<file path="config.mk">
export PLATFORM = sky130hd
export DESIGN_NAME = kwb_mac
export DESIGN_NICKNAME = d
export VERILOG_FILES = /design/src/hw/rtl/kwb_pkg.sv /design/src/hw/rtl/kwb_mac.sv
export SDC_FILE = /design/constraint.sdc
export NUM_CORES = 2
export LEC_CHECK = 0
export ABC_CLOCK_PERIOD_IN_PS = 15900
export BUFFER_PORTS_ARGS = -buffer_cell sky130_fd_sc_hd__buf_2
export CORE_AREA = 2 2 380 269
export CTS_BUF_LIST = sky130_fd_sc_hd__clkbuf_8
export DETAILED_ROUTE_END_ITERATION = 10
export DIE_AREA = 0 0 382 271
export GPL_ROUTABILITY_DRIVEN = 0
export PLACE_DENSITY = 0.64
export SLEW_MARGIN = 20
export SYNTH_ARGS = -nofsm -noshare
export SYNTH_HDL_FRONTEND = slang
export SYNTH_SLANG_ARGS = --single-unit
export TNS_END_PERCENT = 50
</file>
<file path="constraint.sdc">
create_clock -name clk -period 15.9 [get_ports clk]
set_input_delay 4.77 -clock clk [delete_from_list [all_inputs] [get_ports clk]]
set_output_delay 4.77 -clock clk [all_outputs]
set_load 0.02 [all_outputs]
</file>
<file path="src/hw/rtl/kwb_pkg.sv">
// Shared types, constants and fixed-point helpers for the K-weighting filter.
// Used by kwb_mac and k_weighting_biquad_cascade_core; no dependencies.
package kwb_pkg;

  localparam int CHANNELS = 8;
  localparam int CH_AW    = (CHANNELS > 1) ? $clog2(CHANNELS) : 1;
  localparam int CHAN_W   = 3;
  localparam int IDX_W    = (CH_AW > CHAN_W) ? CH_AW : CHAN_W;
  localparam int SAMP_W   = 24;
  localparam int COEF_W   = 32;
  localparam int ACC_W    = 64;
  localparam int NUM_REGS = 7;

  typedef enum logic [2:0] {
    REG_SHELF_B0 = 3'd0,
    REG_SHELF_B1 = 3'd1,
    REG_SHELF_B2 = 3'd2,
    REG_SHELF_A1 = 3'd3,
    REG_SHELF_A2 = 3'd4,
    REG_HP_A1    = 3'd5,
    REG_HP_A2    = 3'd6
  } reg_idx_t;

  localparam logic signed [COEF_W-1:0] COEF_RESET [NUM_REGS] = '{
    32'sd412081942, -32'sd722546695, 32'sd321691120, -32'sd453832899,
    32'sd196623811, -32'sd534199296, 32'sd265770496
  };

  typedef struct packed {
    logic signed [SAMP_W-1:0] x1;
    logic signed [SAMP_W-1:0] x2;
    logic signed [COEF_W-1:0] s1;
    logic signed [COEF_W-1:0] s2;
    logic signed [COEF_W-1:0] h1;
    logic signed [COEF_W-1:0] h2;
  } hist_row_t;

  typedef struct packed {
    logic mul_en;
    logic acc_en;
    logic acc_sub;
    logic acc_ld;
  } mac_ctrl_t;

  // Round Q31-scale sum to Q26.6 and saturate to 32 bits.
  function automatic logic signed [COEF_W-1:0] to_q6(input logic signed [ACC_W-1:0] acc);
    logic signed [ACC_W-1:0] t;
    logic signed [38:0]      q;
    t = acc + 64'sd16777216;
    q = 39'(t >>> 25);
    if (q > 39'sd2147483647) return 32'sh7fffffff;
    if (q < -39'sd2147483648) return 32'sh80000000;
    return 32'(q);
  endfunction

  // Round Q26.6 to integer and saturate to 24 bits.
  function automatic logic signed [SAMP_W-1:0] out_round(input logic signed [COEF_W-1:0] y);
    logic signed [COEF_W:0] t;
    logic signed [26:0]     q;
    t = $signed({y[COEF_W-1], y}) + 33'sd32;
    q = 27'(t >>> 6);
    if (q > 27'sd8388607) return 24'sh7fffff;
    if (q < -27'sd8388608) return 24'sh800000;
    return 24'(q);
  endfunction

endpackage

</file>
<file path="src/hw/rtl/kwb_mac.sv">
// Shared multiply-accumulate unit: registered 32x32 product, 64-bit accumulator.
// Depends on kwb_pkg.
module kwb_mac (
  input  logic                                  clk,
  input  kwb_pkg::mac_ctrl_t                    ctrl,
  input  logic signed [kwb_pkg::COEF_W-1:0]     coef,
  input  logic signed [kwb_pkg::COEF_W-1:0]     opnd,
  input  logic signed [kwb_pkg::ACC_W-1:0]      ld_val,
  output logic signed [kwb_pkg::ACC_W-1:0]      acc
);

  logic signed [kwb_pkg::ACC_W-1:0] prod_r;
  logic signed [kwb_pkg::ACC_W-1:0] acc_r;
  logic signed [kwb_pkg::ACC_W-1:0] acc_nxt;
  logic signed [kwb_pkg::ACC_W-1:0] term;

  assign term = prod_r >>> 3;

  always_comb begin
    acc_nxt = acc_r;
    if (ctrl.acc_ld) begin
      acc_nxt = ld_val;
    end else if (ctrl.acc_en) begin
      acc_nxt = ctrl.acc_sub ? (acc_r - term) : (acc_r + term);
    end
  end

  always_ff @(posedge clk) begin
    if (ctrl.mul_en) begin
      prod_r <= kwb_pkg::ACC_W'(coef) * kwb_pkg::ACC_W'(opnd);
    end
    acc_r <= acc_nxt;
  end

  assign acc = acc_r;

endmodule

</file>
==> impl_metrics.ini <==
[global_routing]
grt_pass1_vias = 35171
grt_pass1_wl_um = 194000
grt_antenna_before_repair = 1
gr-usage-all-layers = 0.237
grt-ovfl-total = 0
largest_net_degree_at_the_start_of_global_routing = 78

[worst_hold_path]
timing.hold.worst.start = acc[0]
worstHoldPathType = reg -> reg

[timing]
tns_ps = 0
slew_headroom = 0.243
report.final.setup_viol = 0
achievable-frequency_mhz = 75.9
fin_worst_skew_ps = 12.2
timing.hold.ws_ps = 829
hold_viol = 0
time_the_final_worst_path_needs_with_i_o_delays_and_setup_ps = 13180
timing.final.crit_share = 0.829
slew_violations = 0
grt_setup_unrepaired = false
worst_slew_pin_slew_ps = 1130

[clock_tree]
clock_tree.htree_level_count = 4
clock_path_buffers = 3
tritoncts = built
ctsHoldBuffers = 0
cts.clk_slew.worst_paths_ps = 60
insertion_delay_to_the_later_sink_of_the_worst_skew_pair_ps = 520
cts.repair.resized = 0
root_buffer = sky130_fd_sc_hd__clkbuf_8
tritoncts.num_buffers = 25
cts.sinks = 125
post_cts.repair.setup_buffers = 0

[placement]
portBuffers = 196
post-dp-hpwl_um = 96800

[detailed_routing]
postRouteAntennaNets = 0
routedWlPerCell_um = 19.0
drc_errors = 0
routed_wl_um = 119000
dr.pass1.iters = 5
route.vias.total = 33188
starting_drt_drc_count = 2335
routed_via_density = 5.32

[logic_synthesis]
synth_edf_count = 125
synth_most_common_cell = sky130_fd_sc_hd__fa_1
synthCells = 4921
synthesis.area_mm2 = 0.0456
syn-num-nets = 6383
synth_largest_type_area_fraction = 0.475
synth.largest_area_cell = sky130_fd_sc_hd__fa_1
synth_sequential_area_ratio = 0.0823
synth-seq-cells = 125
ys_dominant_reg_cell = sky130_fd_sc_hd__edfxtp_1
yosys-top-cells-count = sky130_fd_sc_hd__fa_1 (1083), sky130_fd_sc_hd__inv_1 (982), sky130_fd_sc_hd__nand2_1 (646), sky130_fd_sc_hd__and2_1 (514), sky130_fd_sc_hd__clkbuf_1 (259)
synth_area_leaders = sky130_fd_sc_hd__fa_1 (48%), sky130_fd_sc_hd__edfxtp_1 (8.2%), sky130_fd_sc_hd__inv_1 (8.1%), sky130_fd_sc_hd__and2_1 (7.0%), sky130_fd_sc_hd__ha_1 (6.7%)
synth-async-reset-ratio = 0
ys.warnings.count = 0
syn-mean-instance-area_um2 = 9.27
synth.lib_cells_used.distinct = 75

[setup_path]
criticalPathCategory = in -> reg
timing.rr.start = prod_r[5]
worst_path_max_delay_cell = sky130_fd_sc_hd__clkinv_1
worstSetupStartpointType = input pin
timing.critical_path.max_delay_family = adder cells
critical_path.n_buffers_inverters = 2
worstSetupEndpointType = flop
worstPathMaxFanout = 25
critical-path-max-stage-delay_ps = 980
timing.critical_path.required_ps = 16150
worst_path_arrival_time_ps = 13430
cpMostUsedCell = sky130_fd_sc_hd__fa_1
crit_start = opnd[31]
sequence_of_cells_on_the_critical_path = buf_2 -> clkinv_1 -> nor2_1 -> fa_1 -> fa_1 -> fa_1 -> fa_1 -> fa_1 -> fa_1 -> fa_1 -> fa_1 -> ha_1 -> nand2_1 -> nor2_1 -> and4_1 -> nand4_1 -> a21o_1 -> a311oi_1 -> o21ai_1 -> a21oi_1 -> o22ai_1 -> xnor2_1

[die]
die_x_um = 382
start_util = 0.458
num_rows = 97
floorplan.die.height_um = 271
design.die.area_mm2 = 0.104
floorplan.core_area_mm2 = 0.0996
boundaryPins = 197

[layout]
final_nets = 6362
area_delta_synth_final_pct = 4.82
nFillCells = 9463
drive_gt1_frac = 0.0552

[status]
outcome = finished, final reports clean

[flow_run]
max_cap_viol_count = 0
-- cell families (layout without fill, tap and decap cells) --
| group | count (synthesis) | count (layout) | share of synthesized area |
|---|---|---|---|
| other | 0 | 2 | 0 |
| adder cells (fa/ha/maj) | 1329 | 1329 | 0.543 |
| multiplexers | 8 | 8 | 0.00189 |
| XOR/XNOR | 188 | 188 | 0.0361 |
| AND/OR/NAND/NOR | 1484 | 1484 | 0.162 |
| AO/OA/AOI/OAI | 537 | 537 | 0.0722 |
| flip-flops | 125 | 125 | 0.0823 |
| buffers and inverters | 1250 | 1235 | 0.103 |
-- worst paths after layout --
| check | end | slack, ps | cells past startpoint |
|---|---|---|---|
| setup / recovery | prod_r[60] | 2720 | 22 |
| hold / removal | acc[0] | 830 | 3 |
| setup reg to reg | acc[63] | 9020 | 18 |
| hold reg to reg | acc[0] | 830 | 3 |
-- worst reg2reg max path, delay by kind of cell (launching register included) --
family | cells | cell delay (ps)
and+or+nand+nor | 9 | 3510
AOI/OAI and AO/OA | 5 | 1720
DFF | 1 | 470
adders and majority gates | 1 | 450
muxes | 1 | 260
xor gates and xnor gates | 2 | 250
-- flip-flops by register name (all words and copies together), names as in the netlist --
name,flops
acc,64
prod_r,61
-- routing by layer --
metal  global-route usage  vias to the layer above  share of wire
met4               0.0656                        0          0.030
met2                0.377                     1028           0.46
met1                0.336                    17183           0.44
li1                     -                    14833              -
met3               0.0387                      144          0.068
met5                    0                        -              0
-- per-stage QoR --
| stage | cell area, µm² | setup WS, ps | utilization | cells |
|---|---|---|---|---|
| finish | 47800 | 2720 | 0.480 | 6244 |
| floorplan | 45600 | 3690 | - | 4921 |
| detailed placement | 47400 | 2490 | 0.476 | 6209 |
| global route | 47800 | 2330 | 0.480 | 6243 |
| global placement | 47400 | 2670 | 0.476 | 6209 |
| CTS | 47800 | 3020 | 0.480 | 6242 |
-- cells in the final DEF (no fill, tap or decap), drive strengths merged, types with 4 or more instances in the layout --
| cell type | n |
|---|---|
| a211o | 5 |
| a211oi | 12 |
| a21boi | 4 |
| a21o | 74 |
| a21oi | 191 |
| a221o | 4 |
| a221oi | 4 |
| a311oi | 6 |
| a31oi | 22 |
| a41oi | 4 |
| and2 | 517 |
| and3 | 13 |
| buf | 219 |
| clkbuf | 25 |
| clkinv | 9 |
| edfxtp | 125 |
| fa | 1083 |
| ha | 246 |
| inv | 982 |
| mux2 | 5 |
| nand2 | 646 |
| nand2b | 19 |
| nand3 | 36 |
| nand4 | 32 |
| nor2 | 127 |
| nor2b | 13 |
| nor3 | 37 |
| nor4 | 13 |
| o211ai | 9 |
| o21a | 9 |
| o21ai | 128 |
| o21bai | 28 |
| o221ai | 4 |
| o22ai | 4 |
| o31ai | 11 |
| or3 | 8 |
| or4 | 5 |
| xnor2 | 146 |
| xor2 | 42 |
-- cell type report --
type | count | area, µm² | share of cell area
Multi-Input combinational cell | 3546 | 37200 | 0.777
Sequential cell | 125 | 3750 | 0.0785
Inverter | 983 | 3690 | 0.0772
Tap cell | 1336 | 1670 | 0.0350
Timing Repair Buffer | 219 | 1160 | 0.0242
Clock buffer | 25 | 344 | 0.00719
Clock inverter | 8 | 32.5 | 0.000680
Antenna cell | 2 | 5.00 | 0.000105
Power is left out: the tool's default activity adds up to more than one toggle a clock period on the data nets, which glitch-free logic cannot reach.
